$ cat src/lslf_pkg.sv
// ----------------------------------------------------------------------------
// lslf_pkg: shared definitions for the least-squares line fit
// Widths, sizes of the sum snapshot, saturation limits and status codes.
// ----------------------------------------------------------------------------
`timescale 1ns / 1ps

package lslf_pkg;

  localparam int MAX_POINTS = 4096;
  localparam int COORD_BITS = 12;
  localparam int FRAC_BITS  = 16;
  localparam int OUT_W      = 48;

  // Accumulator widths follow from the coordinate width and the point limit.
  localparam int CNT_W   = $clog2(MAX_POINTS + 1);
  localparam int PTS_LOG = $clog2(MAX_POINTS);
  localparam int SUM_W   = COORD_BITS + PTS_LOG;
  localparam int SQ_W    = 2 * COORD_BITS + PTS_LOG;

  // Shared multiplier: a wide operand times one digit of the narrow operand.
  localparam int MUL_A_W   = SQ_W;
  localparam int MUL_B_W   = SUM_W;
  localparam int DIG_W     = 12;
  localparam int NDIG      = (MUL_B_W + DIG_W - 1) / DIG_W;
  localparam int BPAD_W    = NDIG * DIG_W;
  localparam int DIG_CNT_W = $clog2(NDIG + 1);
  localparam int PROD_W    = MUL_A_W + MUL_B_W;

  // Divider: magnitude shifted up by the fraction bits.
  localparam int NUM_W  = PROD_W + FRAC_BITS;
  localparam int QCNT_W = $clog2(NUM_W + 1);
  localparam int QX_W   = ((NUM_W > OUT_W) ? NUM_W : OUT_W) + 1;

  localparam logic [QX_W-1:0] SAT_NEG_MAG = QX_W'(1) << (OUT_W - 1);
  localparam logic [QX_W-1:0] SAT_POS_MAG = SAT_NEG_MAG - QX_W'(1);

  // Snapshot queue between accumulator and solver.
  localparam int Q_DEPTH = 2;
  localparam int QP_W    = (Q_DEPTH > 1) ? $clog2(Q_DEPTH) : 1;
  localparam int QC_W    = $clog2(Q_DEPTH + 1);

  typedef enum logic [1:0] {
    FIT_OK       = 2'd0,
    FIT_ZERO_DEN = 2'd1,
    FIT_TOO_MANY = 2'd2
  } fit_status_t;

  typedef struct packed {
    logic             ovf;
    logic [CNT_W-1:0] n;
    logic [SUM_W-1:0] sx;
    logic [SQ_W-1:0]  sxx;
    logic [SUM_W-1:0] sy;
    logic [SQ_W-1:0]  sxy;
  } snap_t;

  typedef struct packed {
    logic full;
    logic empty;
  } q_stat_t;

endpackage

$ cat src/lslf_front.sv
// ----------------------------------------------------------------------------
// lslf_front: point accumulator
// Sums count, x, x*x, y and x*y one point per cycle while accept is high, and
// hands a snapshot of the sums to the queue on the last point of a set.
// ----------------------------------------------------------------------------
`timescale 1ns / 1ps

module lslf_front (
  input  logic                             clk,
  input  logic                             rst_n,
  input  logic                             accept,
  input  logic [lslf_pkg::COORD_BITS-1:0]  x,
  input  logic [lslf_pkg::COORD_BITS-1:0]  y,
  input  logic                             last,
  output logic                             push,
  output lslf_pkg::snap_t                  push_data
);

  logic [lslf_pkg::CNT_W-1:0]        count_r, count_nxt;
  logic [lslf_pkg::SUM_W-1:0]        sx_r, sx_nxt, sy_r, sy_nxt;
  logic [lslf_pkg::SQ_W-1:0]         sxx_r, sxx_nxt, sxy_r, sxy_nxt;
  logic                              ovf_r, ovf_nxt;
  logic [2*lslf_pkg::COORD_BITS-1:0] xx, xy;
  logic                              at_limit;

  assign xx       = x * x;
  assign xy       = x * y;
  assign at_limit = (count_r == lslf_pkg::CNT_W'(lslf_pkg::MAX_POINTS));

  always_comb begin
    count_nxt = count_r;
    sx_nxt    = sx_r;
    sxx_nxt   = sxx_r;
    sy_nxt    = sy_r;
    sxy_nxt   = sxy_r;
    ovf_nxt   = ovf_r;
    if (accept) begin
      if (at_limit) begin
        ovf_nxt = 1'b1;
      end else begin
        count_nxt = count_r + 1'b1;
        sx_nxt    = sx_r + lslf_pkg::SUM_W'(x);
        sxx_nxt   = sxx_r + lslf_pkg::SQ_W'(xx);
        sy_nxt    = sy_r + lslf_pkg::SUM_W'(y);
        sxy_nxt   = sxy_r + lslf_pkg::SQ_W'(xy);
      end
    end
    push_data.ovf = ovf_nxt;
    push_data.n   = count_nxt;
    push_data.sx  = sx_nxt;
    push_data.sxx = sxx_nxt;
    push_data.sy  = sy_nxt;
    push_data.sxy = sxy_nxt;
    push          = accept & last;
    // The set is closed: start the next one from empty sums.
    if (push) begin
      count_nxt = '0;
      sx_nxt    = '0;
      sxx_nxt   = '0;
      sy_nxt    = '0;
      sxy_nxt   = '0;
      ovf_nxt   = 1'b0;
    end
  end

  always_ff @(posedge clk) begin
    if (!rst_n) begin
      count_r <= '0;
      sx_r    <= '0;
      sxx_r   <= '0;
      sy_r    <= '0;
      sxy_r   <= '0;
      ovf_r   <= 1'b0;
    end else begin
      count_r <= count_nxt;
      sx_r    <= sx_nxt;
      sxx_r   <= sxx_nxt;
      sy_r    <= sy_nxt;
      sxy_r   <= sxy_nxt;
      ovf_r   <= ovf_nxt;
    end
  end

endmodule

$ cat src/lslf_queue.sv
// ----------------------------------------------------------------------------
// lslf_queue: short snapshot queue
// Holds closed sets between the accumulator and the solver; the head stays
// readable until the solver pops it.
// ----------------------------------------------------------------------------
`timescale 1ns / 1ps

module lslf_queue (
  input  logic              clk,
  input  logic              rst_n,
  input  logic              push,
  input  lslf_pkg::snap_t   push_data,
  input  logic              pop,
  output lslf_pkg::snap_t   head,
  output lslf_pkg::q_stat_t stat
);

  lslf_pkg::snap_t              mem_r [lslf_pkg::Q_DEPTH];
  logic [lslf_pkg::QP_W-1:0]    wr_ptr_r, wr_ptr_nxt, rd_ptr_r, rd_ptr_nxt;
  logic [lslf_pkg::QC_W-1:0]    cnt_r, cnt_nxt;
  logic                         do_push, do_pop;

  assign stat.full  = (cnt_r == lslf_pkg::QC_W'(lslf_pkg::Q_DEPTH));
  assign stat.empty = (cnt_r == '0);
  assign do_push    = push & ~stat.full;
  assign do_pop     = pop & ~stat.empty;
  assign head       = mem_r[rd_ptr_r];

  always_comb begin
    wr_ptr_nxt = wr_ptr_r;
    rd_ptr_nxt = rd_ptr_r;
    cnt_nxt    = cnt_r;
    if (do_push) begin
      wr_ptr_nxt = (wr_ptr_r == lslf_pkg::QP_W'(lslf_pkg::Q_DEPTH - 1)) ? '0
                                                                      : wr_ptr_r + 1'b1;
    end
    if (do_pop) begin
      rd_ptr_nxt = (rd_ptr_r == lslf_pkg::QP_W'(lslf_pkg::Q_DEPTH - 1)) ? '0
                                                                      : rd_ptr_r + 1'b1;
    end
    if (do_push && !do_pop) begin
      cnt_nxt = cnt_r + 1'b1;
    end else if (do_pop && !do_push) begin
      cnt_nxt = cnt_r - 1'b1;
    end
  end

  always_ff @(posedge clk) begin
    if (!rst_n) begin
      wr_ptr_r <= '0;
      rd_ptr_r <= '0;
      cnt_r    <= '0;
    end else begin
      wr_ptr_r <= wr_ptr_nxt;
      rd_ptr_r <= rd_ptr_nxt;
      cnt_r    <= cnt_nxt;
    end
  end

  always_ff @(posedge clk) begin
    if (do_push) begin
      mem_r[wr_ptr_r] <= push_data;
    end
  end

endmodule

$ cat src/lslf_div.sv
// ----------------------------------------------------------------------------
// lslf_div: restoring divider
// Divides a magnitude shifted up by the fraction bits by the denominator,
// one quotient bit per cycle.
// ----------------------------------------------------------------------------
`timescale 1ns / 1ps

module lslf_div (
  input  logic                          clk,
  input  logic                          rst_n,
  input  logic                          start,
  input  logic [lslf_pkg::PROD_W-1:0]   mag,
  input  logic [lslf_pkg::PROD_W-1:0]   den,
  output logic                          done,
  output logic [lslf_pkg::NUM_W-1:0]    quo
);

  logic [lslf_pkg::NUM_W-1:0]  num_r, num_nxt, q_r, q_nxt;
  logic [lslf_pkg::PROD_W-1:0] rem_r, rem_nxt;
  logic [lslf_pkg::PROD_W:0]   trial;
  logic [lslf_pkg::QCNT_W-1:0] cnt_r, cnt_nxt;
  logic                        busy_r, busy_nxt, done_r, done_nxt;
  logic                        ge;

  assign trial = {rem_r, num_r[lslf_pkg::NUM_W-1]};
  assign ge    = (trial >= {1'b0, den});
  assign done  = done_r;
  assign quo   = q_r;

  always_comb begin
    num_nxt  = num_r;
    q_nxt    = q_r;
    rem_nxt  = rem_r;
    cnt_nxt  = cnt_r;
    busy_nxt = busy_r;
    done_nxt = 1'b0;
    if (start) begin
      num_nxt  = {mag, {lslf_pkg::FRAC_BITS{1'b0}}};
      q_nxt    = '0;
      rem_nxt  = '0;
      cnt_nxt  = lslf_pkg::QCNT_W'(lslf_pkg::NUM_W);
      busy_nxt = 1'b1;
    end else if (busy_r) begin
      // The remainder stays below the denominator, so it fits after the step.
      rem_nxt = ge ? lslf_pkg::PROD_W'(trial - {1'b0, den})
                   : trial[lslf_pkg::PROD_W-1:0];
      q_nxt   = {q_r[lslf_pkg::NUM_W-2:0], ge};
      num_nxt = num_r << 1;
      cnt_nxt = cnt_r - 1'b1;
      if (cnt_r == lslf_pkg::QCNT_W'(1)) begin
        busy_nxt = 1'b0;
        done_nxt = 1'b1;
      end
    end
  end

  always_ff @(posedge clk) begin
    if (!rst_n) begin
      busy_r <= 1'b0;
      done_r <= 1'b0;
      cnt_r  <= '0;
    end else begin
      busy_r <= busy_nxt;
      done_r <= done_nxt;
      cnt_r  <= cnt_nxt;
    end
  end

  always_ff @(posedge clk) begin
    num_r <= num_nxt;
    q_r   <= q_nxt;
    rem_r <= rem_nxt;
  end

endmodule

$ cat src/lslf_back.sv
// ----------------------------------------------------------------------------
// lslf_back: line solver
// Forms the six sum products on a shared digit multiplier, then the two
// quotients on the divider (skipped on ovf or zero den); one result beat per set.
// ----------------------------------------------------------------------------
`timescale 1ns / 1ps

module lslf_back (
  input  logic                           clk,
  input  logic                           rst_n,
  input  lslf_pkg::snap_t                head,
  input  lslf_pkg::q_stat_t              qstat,
  output logic                           pop,
  output logic                           out_strobe,
  output logic [lslf_pkg::OUT_W-1:0]     out_slope,
  output logic [lslf_pkg::OUT_W-1:0]     out_intercept,
  output logic [1:0]                     out_fit_status
);

  typedef enum logic [3:0] {
    ST_IDLE  = 4'b0001,
    ST_MUL   = 4'b0010,
    ST_DIV_S = 4'b0100,
    ST_DIV_I = 4'b1000
  } state_t;

  typedef enum logic [2:0] {
    OP_N_SXX   = 3'd0,
    OP_SX_SX   = 3'd1,
    OP_N_SXY   = 3'd2,
    OP_SX_SY   = 3'd3,
    OP_SY_SXX  = 3'd4,
    OP_SX_SXY  = 3'd5
  } op_t;

  state_t                          state_r, state_nxt;
  op_t                             op_r, op_nxt;
  logic [lslf_pkg::DIG_CNT_W-1:0]  dig_r, dig_nxt;
  logic [lslf_pkg::PROD_W-1:0]     acc_r, acc_nxt, t_r, t_nxt, den_r, den_nxt;
  logic [lslf_pkg::PROD_W-1:0]     smag_r, smag_nxt, imag_r, imag_nxt;
  logic                            sneg_r, sneg_nxt, ineg_r, ineg_nxt;
  logic [lslf_pkg::BPAD_W-1:0]     b_r, b_nxt;
  logic [lslf_pkg::OUT_W-1:0]      slope_r, slope_nxt;
  logic [lslf_pkg::OUT_W-1:0]      oslope_r, oslope_nxt, oint_r, oint_nxt;
  logic [1:0]                      ostat_r, ostat_nxt;
  logic                            ostb_r, ostb_nxt, dstart_r, dstart_nxt;
  logic [lslf_pkg::MUL_A_W-1:0]    a_sel;
  logic [lslf_pkg::MUL_A_W+lslf_pkg::DIG_W-1:0] mprod;
  logic                            diff_neg;
  logic [lslf_pkg::PROD_W-1:0]     diff_mag;
  logic                            div_done;
  logic [lslf_pkg::NUM_W-1:0]      div_quo;
  logic [lslf_pkg::PROD_W-1:0]     div_mag;

  function automatic logic [lslf_pkg::MUL_A_W-1:0] a_of(input op_t op,
                                                       input lslf_pkg::snap_t s);
    case (op)
      OP_N_SXX:  a_of = s.sxx;
      OP_SX_SX:  a_of = lslf_pkg::MUL_A_W'(s.sx);
      OP_N_SXY:  a_of = s.sxy;
      OP_SX_SY:  a_of = lslf_pkg::MUL_A_W'(s.sy);
      OP_SY_SXX: a_of = s.sxx;
      OP_SX_SXY: a_of = s.sxy;
      default:   a_of = '0;
    endcase
  endfunction

  function automatic logic [lslf_pkg::BPAD_W-1:0] b_of(input op_t op,
                                                      input lslf_pkg::snap_t s);
    case (op)
      OP_N_SXX:  b_of = lslf_pkg::BPAD_W'(s.n);
      OP_SX_SX:  b_of = lslf_pkg::BPAD_W'(s.sx);
      OP_N_SXY:  b_of = lslf_pkg::BPAD_W'(s.n);
      OP_SX_SY:  b_of = lslf_pkg::BPAD_W'(s.sx);
      OP_SY_SXX: b_of = lslf_pkg::BPAD_W'(s.sy);
      OP_SX_SXY: b_of = lslf_pkg::BPAD_W'(s.sx);
      default:   b_of = '0;
    endcase
  endfunction

  // Signed result from a quotient magnitude, clamped to the output range.
  function automatic logic [lslf_pkg::OUT_W-1:0] sat_q(input logic [lslf_pkg::NUM_W-1:0] q,
                                                      input logic neg);
    logic [lslf_pkg::QX_W-1:0] qx;
    logic [lslf_pkg::QX_W-1:0] nq;
    qx = lslf_pkg::QX_W'(q);
    nq = lslf_pkg::QX_W'(0) - qx;
    if (neg) begin
      sat_q = (qx > lslf_pkg::SAT_NEG_MAG) ? lslf_pkg::SAT_NEG_MAG[lslf_pkg::OUT_W-1:0]
                                           : nq[lslf_pkg::OUT_W-1:0];
    end else begin
      sat_q = (qx > lslf_pkg::SAT_POS_MAG) ? lslf_pkg::SAT_POS_MAG[lslf_pkg::OUT_W-1:0]
                                           : qx[lslf_pkg::OUT_W-1:0];
    end
  endfunction

  assign a_sel    = a_of(op_r, head);
  assign mprod    = a_sel * b_r[lslf_pkg::BPAD_W-1 -: lslf_pkg::DIG_W];
  assign diff_neg = (t_r < acc_r);
  assign diff_mag = diff_neg ? (acc_r - t_r) : (t_r - acc_r);
  assign div_mag  = (state_r == ST_DIV_I) ? imag_r : smag_r;

  lslf_div u_div (
    .clk   (clk),
    .rst_n (rst_n),
    .start (dstart_r),
    .mag   (div_mag),
    .den   (den_r),
    .done  (div_done),
    .quo   (div_quo)
  );

  always_comb begin
    state_nxt  = state_r;
    op_nxt     = op_r;
    dig_nxt    = dig_r;
    acc_nxt    = acc_r;
    t_nxt      = t_r;
    den_nxt    = den_r;
    smag_nxt   = smag_r;
    sneg_nxt   = sneg_r;
    imag_nxt   = imag_r;
    ineg_nxt   = ineg_r;
    b_nxt      = b_r;
    slope_nxt  = slope_r;
    oslope_nxt = oslope_r;
    oint_nxt   = oint_r;
    ostat_nxt  = ostat_r;
    ostb_nxt   = 1'b0;
    dstart_nxt = 1'b0;
    pop        = 1'b0;
    case (state_r)
      ST_IDLE: begin
        if (!qstat.empty) begin
          state_nxt = ST_MUL;
          op_nxt    = OP_N_SXX;
          dig_nxt   = '0;
          acc_nxt   = '0;
          b_nxt     = b_of(OP_N_SXX, head);
        end
      end
      ST_MUL: begin
        if (dig_r != lslf_pkg::DIG_CNT_W'(lslf_pkg::NDIG)) begin
          // Most significant digit first: shift the partial sum up a digit.
          acc_nxt = (acc_r << lslf_pkg::DIG_W) + lslf_pkg::PROD_W'(mprod);
          b_nxt   = b_r << lslf_pkg::DIG_W;
          dig_nxt = dig_r + 1'b1;
        end else begin
          dig_nxt = '0;
          acc_nxt = '0;
          op_nxt  = op_t'(op_r + 3'd1);
          b_nxt   = b_of(op_t'(op_r + 3'd1), head);
          case (op_r)
            OP_SX_SX: begin
              den_nxt = t_r - acc_r;
            end
            OP_SX_SY: begin
              smag_nxt = diff_mag;
              sneg_nxt = diff_neg;
            end
            OP_SX_SXY: begin
              imag_nxt = diff_mag;
              ineg_nxt = diff_neg;
              if (head.ovf) begin
                ostat_nxt  = lslf_pkg::FIT_TOO_MANY;
                oslope_nxt = '0;
                oint_nxt   = '0;
                ostb_nxt   = 1'b1;
                pop        = 1'b1;
                state_nxt  = ST_IDLE;
              end else if (den_r == '0) begin
                ostat_nxt  = lslf_pkg::FIT_ZERO_DEN;
                oslope_nxt = '0;
                oint_nxt   = '0;
                ostb_nxt   = 1'b1;
                pop        = 1'b1;
                state_nxt  = ST_IDLE;
              end else begin
                dstart_nxt = 1'b1;
                state_nxt  = ST_DIV_S;
              end
            end
            default: begin
              t_nxt = acc_r;
            end
          endcase
        end
      end
      ST_DIV_S: begin
        if (div_done) begin
          slope_nxt  = sat_q(div_quo, sneg_r);
          dstart_nxt = 1'b1;
          state_nxt  = ST_DIV_I;
        end
      end
      ST_DIV_I: begin
        if (div_done) begin
          oslope_nxt = slope_r;
          oint_nxt   = sat_q(div_quo, ineg_r);
          ostat_nxt  = lslf_pkg::FIT_OK;
          ostb_nxt   = 1'b1;
          pop        = 1'b1;
          state_nxt  = ST_IDLE;
        end
      end
      default: begin
        state_nxt = ST_IDLE;
      end
    endcase
  end

  always_ff @(posedge clk) begin
    if (!rst_n) begin
      state_r  <= ST_IDLE;
      op_r     <= OP_N_SXX;
      dig_r    <= '0;
      ostb_r   <= 1'b0;
      dstart_r <= 1'b0;
    end else begin
      state_r  <= state_nxt;
      op_r     <= op_nxt;
      dig_r    <= dig_nxt;
      ostb_r   <= ostb_nxt;
      dstart_r <= dstart_nxt;
    end
  end

  always_ff @(posedge clk) begin
    acc_r    <= acc_nxt;
    t_r      <= t_nxt;
    den_r    <= den_nxt;
    smag_r   <= smag_nxt;
    sneg_r   <= sneg_nxt;
    imag_r   <= imag_nxt;
    ineg_r   <= ineg_nxt;
    b_r      <= b_nxt;
    slope_r  <= slope_nxt;
    oslope_r <= oslope_nxt;
    oint_r   <= oint_nxt;
    ostat_r  <= ostat_nxt;
  end

  assign out_strobe     = ostb_r;
  assign out_slope      = oslope_r;
  assign out_intercept  = oint_r;
  assign out_fit_status = ostat_r;

endmodule

$ cat src/least_squares_line_fit.sv
// ----------------------------------------------------------------------------
// least_squares_line_fit: streaming least-squares line fit
// Accumulates integer points and, on the last point of a set, returns the
// fitted slope and intercept in signed fixed point with a status code.
// ----------------------------------------------------------------------------
//
//   Channel   Direction  Handshake              Beat contents
//   -------   ---------  ---------------------  ----------------------------------
//   input     in         start & !busy          in_x_coord, in_y_coord,
//                                               in_last_point
//   result    out        out_strobe (1 cycle)   out_slope, out_intercept,
//                                               out_fit_status
//
// Points are taken one per cycle while busy is low. The last point of a set
// closes it: its sums go into a two-entry queue and the accumulator starts over
// in the same cycle, so the next set streams in while the solver works.
// The solver uses the shared digit multiplier and then the bit-serial divider;
// the divider dominates. busy rises only while the queue holds two closed sets,
// one in the solver and one waiting behind it. Synchronous reset clears the
// sums, the queue and the solver. The result beat is shown for one cycle and
// cannot be held off.
// ----------------------------------------------------------------------------
`timescale 1ns / 1ps

module least_squares_line_fit (
  input  logic                                   clk,
  input  logic                                   rst_n,
  input  logic                                   start,
  output logic                                   busy,
  input  logic [lslf_pkg::COORD_BITS-1:0]        in_x_coord,
  input  logic [lslf_pkg::COORD_BITS-1:0]        in_y_coord,
  input  logic                                   in_last_point,
  output logic                                   out_strobe,
  output logic signed [lslf_pkg::OUT_W-1:0]      out_slope,
  output logic signed [lslf_pkg::OUT_W-1:0]      out_intercept,
  output logic [1:0]                             out_fit_status
);

  logic                           accept;
  logic                           push;
  lslf_pkg::snap_t                push_data;
  lslf_pkg::snap_t                head;
  lslf_pkg::q_stat_t              qstat;
  logic                           pop;
  logic [lslf_pkg::OUT_W-1:0]     slope_u;
  logic [lslf_pkg::OUT_W-1:0]     intercept_u;

  // Any point needs a free queue slot in case it turns out to close the set.
  assign busy   = qstat.full;
  assign accept = start & ~busy;

  lslf_front u_front (
    .clk       (clk),
    .rst_n     (rst_n),
    .accept    (accept),
    .x         (in_x_coord),
    .y         (in_y_coord),
    .last      (in_last_point),
    .push      (push),
    .push_data (push_data)
  );

  lslf_queue u_queue (
    .clk       (clk),
    .rst_n     (rst_n),
    .push      (push),
    .push_data (push_data),
    .pop       (pop),
    .head      (head),
    .stat      (qstat)
  );

  // The solver reads the queue head in place and pops it with the result beat.
  lslf_back u_back (
    .clk            (clk),
    .rst_n          (rst_n),
    .head           (head),
    .qstat          (qstat),
    .pop            (pop),
    .out_strobe     (out_strobe),
    .out_slope      (slope_u),
    .out_intercept  (intercept_u),
    .out_fit_status (out_fit_status)
  );

  assign out_slope     = $signed(slope_u);
  assign out_intercept = $signed(intercept_u);

endmodule

$ cat config.mk
export PLATFORM = sky130hd
export DESIGN_NAME = least_squares_line_fit
export DESIGN_NICKNAME = d
export VERILOG_FILES = /design/src/lslf_pkg.sv /design/src/lslf_front.sv /design/src/lslf_queue.sv /design/src/lslf_div.sv /design/src/lslf_back.sv /design/src/least_squares_line_fit.sv
export SDC_FILE = /design/constraint.sdc
export NUM_CORES = 2
export LEC_CHECK = 0
export BUFFER_PORTS_ARGS = -buffer_cell sky130_fd_sc_hd__buf_2
export CAP_MARGIN = 25
export CELL_PAD_IN_SITES_DETAIL_PLACEMENT = 1
export CELL_PAD_IN_SITES_GLOBAL_PLACEMENT = 1
export CORE_UTILIZATION = 46
export CTS_CLUSTER_DIAMETER = 30
export DETAILED_ROUTE_END_ITERATION = 16
export GPL_ROUTABILITY_DRIVEN = 0
export PLACE_DENSITY_LB_ADDON = 0.1
export RECOVER_POWER = 50
export SYNTH_ARGS = -nofsm -noshare
export SYNTH_HDL_FRONTEND = slang
export SYNTH_SLANG_ARGS = --single-unit
export TNS_END_PERCENT = 100
$ cat constraint.sdc
create_clock -name clk -period 8.9 [get_ports clk]
set_input_delay 2.67 -clock clk [delete_from_list [all_inputs] [get_ports clk]]
set_output_delay 2.67 -clock clk [all_outputs]
set_load 0.05 [all_outputs]
# Word level (Yosys, flattened, before mapping)
# Memory sizes are Yosys's and may differ from the RTL's. A register that Yosys moved wholly into a read port is not among the register bits.
# Cells that the tools add are included.
dict set report word_totals {
  ff_bits 826
  latch_bits 0
  ramBits 268
  rom_bits 0
  input_bits 28
  elab_cells 203
  memories 1
}
# name depth word_bits rd rd_ports_with_merged_regs write_ports line
set memory_table {}
lappend memory_table {u_queue.mem_r 2 134 1 1 1 lslf_queue.sv:18} ;# lslf_pkg::snap_t mem_r [lslf_pkg::Q_DEPTH];
dict set report op_classes {
  addsub 17
  multipliers 3
  n_div 0
  order_cmp 4
  n_eq_ne 24
  n_shift 0
  muxes 82
  bitwise_logic 10
  reduce_logical 29
}
# operator n
set op_table {}
lappend op_table {{48-bit two-way mux} 10}
lappend op_table {{60-bit two-way mux} 5}
lappend op_table {{48-bit case mux with 2 select lines} 2}
lappend op_table {{60-bit subtractor} 3}
lappend op_table {{76-bit two-way mux} 2}
lappend op_table {{24-bit two-way mux} 6}
lappend op_table {{36-bit two-way mux} 4}
lappend op_table {{36-bit case mux with 4 select lines} 1}
lappend op_table {{60-bit case mux with 2 select lines} 1}
lappend op_table {{76-bit by 47-bit > comparator with 1-bit output (second input constant)} 1}
lappend op_table {{76-bit by 48-bit > comparator with 1-bit output (second input constant)} 1}
lappend op_table {{36-bit by 24-bit adder with 36-bit output} 2}
lappend op_table {{24-bit case mux with 3 select lines} 1}
lappend op_table {{61-bit by 60-bit greater-or-equal comparator with 1-bit output} 1}
lappend op_table {{60-bit by 48-bit adder with 60-bit output} 1}
lappend op_table {{60-bit zero test} 1}
lappend op_table {{60-bit less-than comparator} 1}
lappend op_table {{24-bit by 12-bit adder with 24-bit output} 2}
lappend op_table {{12-bit by 12-bit multiplier with 24-bit output} 2}
lappend op_table {{36-bit by 12-bit multiplier with 48-bit output} 1}
lappend op_table {{24-bit case mux with 2 select lines} 1}
lappend op_table {{1-bit by 48-bit subtractor with 48-bit output (first input constant)} 1}
lappend op_table {{13-bit two-way mux} 2}
lappend op_table {{4-bit two-way mux} 6}
lappend op_table {{other kinds (39)} 111}

# Depth between registers and ports, before layout
dict set report depth {
  word_depth 10
  depth_mapped 33
  depth_no_buf 31
}

# Hierarchy
# A second synthesis with hierarchy kept.
dict set report unflattened {
  hier_cells 8341
  area_unflattened_um2 81817.2
}
# module n_inst cells_each area_each_um2 seq_area_each_um2
set by_module_without_submodules {}
lappend by_module_without_submodules {lslf_back 1 4532 42448.2 14393.8}
lappend by_module_without_submodules {lslf_front 1 2055 17300.3 2682.6}
lappend by_module_without_submodules {lslf_div 1 1311 11913.9 4704.5}
lappend by_module_without_submodules {lslf_queue 1 442 10141.0 8147.8}
lappend by_module_without_submodules {least_squares_line_fit 1 1 13.8 0.0}

# Worst setup path before layout
# OpenSTA, ideal clock, no wires.
dict set report synth_timing {
  kind {in2reg}
  startpoint {in start}
  endpoint {mem u_queue.mem_r[0][0] in the netlist's numbering (enable)}
  setup_ns 0.631
  arrival_time_ns 8.758
  t_required_ns 8.269
  path_slack_ns -0.489
  stages 3
  path_buffers 0
  cell_sequence {nor2b_1 nand2_1 nor2_1}
}
dict set report synth_between {
  elab_chain_cells 5
}
# element line
set synth_lines {}
lappend synth_lines {{from (decl)} least_squares_line_fit.sv:28} ;# input logic start,
lappend synth_lines {{1-bit AND} least_squares_line_fit.sv:50} ;# assign accept = start & ~busy;
lappend synth_lines {{1-bit AND} lslf_front.sv:54} ;# push = accept & last;
lappend synth_lines {{1-bit AND} lslf_queue.sv:25} ;# assign do_push = push & ~stat.full;
lappend synth_lines {{1-bit two-way mux} lslf_queue.sv:61} ;# if (do_push) begin
lappend synth_lines {{1-bit two-way mux (not written as such)} lslf_queue.sv:62} ;# mem_r[wr_ptr_r] <= push_data;
lappend synth_lines {{to (decl)} lslf_queue.sv:18}
# Every way passes these cells.

# Worst setup path in the final report
dict set report layout_timing {
  startpoint {reg u_back.op_r[0]}
  endpoint {reg u_back.acc_r[43] in the netlist's numbering, data pin}
}
dict set report layout_between {
  elab_chain_cells 7
  word_cells_on_any_way 13
  cone_classes {1 x add/sub; 1 x mul; 5 x eq/ne; 3 x mux; 3 x reduce/logical}
}
# element line
set layout_lines {}
lappend layout_lines {{from (decl)} lslf_back.sv:37} ;# op_t op_r, op_nxt;
lappend layout_lines {{from (signal assigned)} lslf_back.sv:221} ;# op_r <= op_nxt;
lappend layout_lines {{3-bit by 2-bit equality test with 1-bit output (tied with other cells)} lslf_back.sv:57} ;# case (op)
lappend layout_lines {{2-bit OR reduction (no line)} n/a}
lappend layout_lines {{36-bit case mux with 4 select lines *} lslf_back.sv:57}
lappend layout_lines {{36-bit by 12-bit multiplier with 48-bit output *} lslf_back.sv:98} ;# assign mprod = a_sel * b_r[lslf_pkg::BPAD_W-1 -: lslf_pkg::DIG_W];
lappend layout_lines {{60-bit by 48-bit adder with 60-bit output *} lslf_back.sv:145} ;# acc_nxt = (acc_r << lslf_pkg::DIG_W) + lslf_pkg::PROD_W'(mprod);
lappend layout_lines {{60-bit two-way mux *} lslf_back.sv:143} ;# if (dig_r != lslf_pkg::DIG_CNT_W'(lslf_pkg::NDIG)) begin
lappend layout_lines {{60-bit case mux with 2 select lines *} lslf_back.sv:132} ;# case (state_r)
lappend layout_lines {{to (signal assigned)} lslf_back.sv:229} ;# acc_r <= acc_nxt;
lappend layout_lines {{to (decl)} lslf_back.sv:39} ;# logic [lslf_pkg::PROD_W-1:0] acc_r, acc_nxt, t_r, t_nxt, den_r, den_nxt;
# Mark *: on every way between the ends. The rest lies on a longest branch, timed or not.
# A chain may end at the register's enable or synchronous reset.

==> metrics.md <==
| Metric | Value |
|---|---|
| Post-synth EDFFs | `800` |
| DRC violation count after routing | `0` |
| Worst-Margin Slew | `4.034 ns` |
| Most used DFF post-synth | `edfxtp_1` |
| Total wire length | `240000 µm` |
| Clock buffer depth | `4` |
| Setup crit end kind | `flop` |
| Die height | `418.0 µm` |
| FP Rows | `152` |
| Crit path buffers/inverters | `10` |
| Grt peak-use layer | `met2` |
| Status | `finished with violations` |
| Fin Setup TNS | `0 ns` |
| Register clock-pin slew on the reported worst setup and hold paths | `0.04 ns` |
| Total track usage | `0.2775` |
| Post-CTS sizing | `0` |
| Core area | `171700 µm²` |
| H-tree depth | `5` |
| Post-Synthesis Net Count | `9191` |
| Routed via count | `61020` |
| Vias in the first global route | `66230` |
| GRT met3 Usage | `0.02996` |
| Final Hold Vio Count | `0` |
| Area of the die | `174800 µm²` |
| Pin count of the biggest net entering global routing | `135` |
| Worst path most repeated cell | `inv_1` |
| Synth top area share | `0.3017` |
| Tcrit/Tclk final | `0.9479` |
| Layout area overhead | `17.33%` |
| Worst-Skew Late Latency | `0.91 ns` |
| 1st-iter DRT viols | `3665` |
| Num CTS Buffers | `284` |
| Rel. slew slack | `-1.689` |
| # hold bufs at CTS | `0` |
| Unrepaired setup endpoints after global routing | `no` |
| Layout net count | `9474` |
| Crit-path slowest cell | `fa_1` |
| Synthesis-stage register bit count | `1095` |
| PortBufs | `127` |
| CTS tree | `built` |
| Synth Cell Area | `79620 µm²` |
| Synth top area cells | `edfxtp_1, fa_1, dfxtp_1` |
| Worst Path Required | `9.45 ns` |
| Grt ovf | `0` |
| Synth warn | `0` |
| Fmax | `118.5 MHz` |
| Final Slew Violations | `974` |
| Clock Root Buffer | `clkbuf_16` |
| Delay-heaviest family, CP | `adder cells` |
| Worst-path fanout max | `18` |
| Most frequent cell after synthesis | `nand2_1` |
| Share of cells above drive strength 1 | `0.1168` |
| Clock sinks | `1095` |
| FFs w/ async S/R, synth | `0` |
| GR Layer Usage met1 | `0.3863` |
| Register area share after synthesis | `0.3759` |
| Avg WL per Cell | `21.98 µm` |
| Global-route wire length before repair | `381200 µm` |
| Final HPWL DP | `176500 µm` |
| Clock Skew | `0.1145 ns` |
| Initial antenna violation count | `5` |
| Failing checks | `capacitance limit, slew limit` |
| Crit Path Category | `reg -> reg` |
| Synth Instances | `8117` |
| Distinct cells, synth | `83` |
| Commonest cells in the netlist | `nand2_1, inv_1, edfxtp_1` |
| Worst path max stage delay | `0.56 ns` |
| Shortest period the worst path allows | `8.436 ns` |
| Biggest area consumer among synthesized cells | `edfxtp_1` |
| Routed Antenna Nets | `0` |
| Initial Utilization | `0.4636` |
| Total iterations of the first detailed-routing run | `5` |
| Hold crit path type | `reg -> reg` |
| Setup Fix Bufs, Post-CTS | `0` |
| Max Cap Violations | `16` |
| Die X | `418.0 µm` |
| CP Launch Type | `flop` |
| Critical Path AT | `8.99 ns` |
| Via density per instance | `5.587` |
| Average size of a mapped cell | `9.810 µm²` |
| Boundary Pins | `128` |
| Setup Viol. Count Final | `0` |
| M2 GR Usage | `0.4563` |
==> path summary, 6_finish.rpt <==
kind	start	end	slack (ns)	cells after the start
setup reg to reg	u_back.op_r[0]	u_back.acc_r[43]	0.46	34
setup / recovery	u_back.op_r[0]	u_back.acc_r[43]	0.46	34
hold / removal	u_back.acc_r[10]	u_back.t_r[10]	0.44	0
hold reg to reg	u_back.acc_r[10]	u_back.t_r[10]	0.44	0
==> flip-flops by register name, summed over array words and instances (netlist names), 36 cells and up, named ones only <==
register,cells
u_back.t_r,60
u_back.out_slope,48
u_queue.mem_r,268
u_back.slope_r,48
u_back.den_r,60
u_back.imag_r,60
u_back.u_div.rem_r,60
u_back.u_div.quo,76
u_front.sxx_r,36
u_front.sxy_r,36
u_back.smag_r,60
u_back.acc_r,60
u_back.u_div.num_r,60
u_back.out_intercept,48
==> per-layer routing <==
metal / part of all wire / wire length, µm
met4: 0.024 / 5704
met1: 0.46 / 110700
met2: 0.48 / 114300
met5: 0.000071 / 17
met3: 0.039 / 9314
==> final cells by class <==
class	instances	area (µm²)
Sequential cell	1095	29940
Tap cell	2310	2890
Fill cell	18780	78310
Multi-Input combinational cell	5609	44450
Antenna cell	1	2.502
Clock buffer	328	7490
Timing Repair Buffer	453	3158
Clock inverter	169	1912
Inverter	957	3592
==> metrics by stage <==
stage | util | worst slack, ns | instance area, µm² | hold slack, ns | cells
after floorplan | - | 0.4202 | 79630 | 0.4264 | 8117
after global placement | 0.4899 | -0.1696 | 84130 | 0.4668 | 10420
after detailed placement | 0.4899 | -0.1112 | 84140 | 0.4742 | 10420
after CTS | 0.5447 | 0.1449 | 93540 | 0.4359 | 10920
after global routing | 0.5440 | 0.0002629 | 93420 | 0.4491 | 10920
final | 0.5440 | 0.4637 | 93430 | 0.4433 | 10920
==> cell usage in the layout (no fill, tap or decap), types with 70 or more instances in the layout <==
master / n
nor2_1: 569
a21oi_1: 429
clkbuf_16: 290
nand2_1: 961
buf_4: 287
nor3_1: 76
buf_2: 127
fa_1: 604
ha_1: 441
a211oi_1: 73
edfxtp_1: 800
mux2i_1: 154
nand3_1: 70
nand4_1: 75
inv_1: 955
xnor2_1: 225
a21o_1: 140
a31oi_1: 97
xor2_1: 118
dfxtp_1: 293
and2_1: 381
mux2_2: 80
o21ai_0: 308
==> cell families (layout without fill, tap and decap cells) <==
| logic type | count (synthesis) | after routing | share of synthesized area |
|---|---|---|---|
| multiplexers | 234 | 234 | 0.03067 |
| adder cells (fa/ha/maj) | 1046 | 1046 | 0.2213 |
| AO/OA/AOI/OAI | 1509 | 1509 | 0.1215 |
| buffers and inverters | 1413 | 1907 | 0.06696 |
| XOR/XNOR | 343 | 343 | 0.03773 |
| AND/OR/NAND/NOR | 2477 | 2477 | 0.1459 |
| flip-flops | 1095 | 1095 | 0.3759 |
| other | 0 | 1 | 0 |
Power is left out: the tool's default activity adds up to more than one toggle a clock period on the data nets, which glitch-free logic cannot reach.
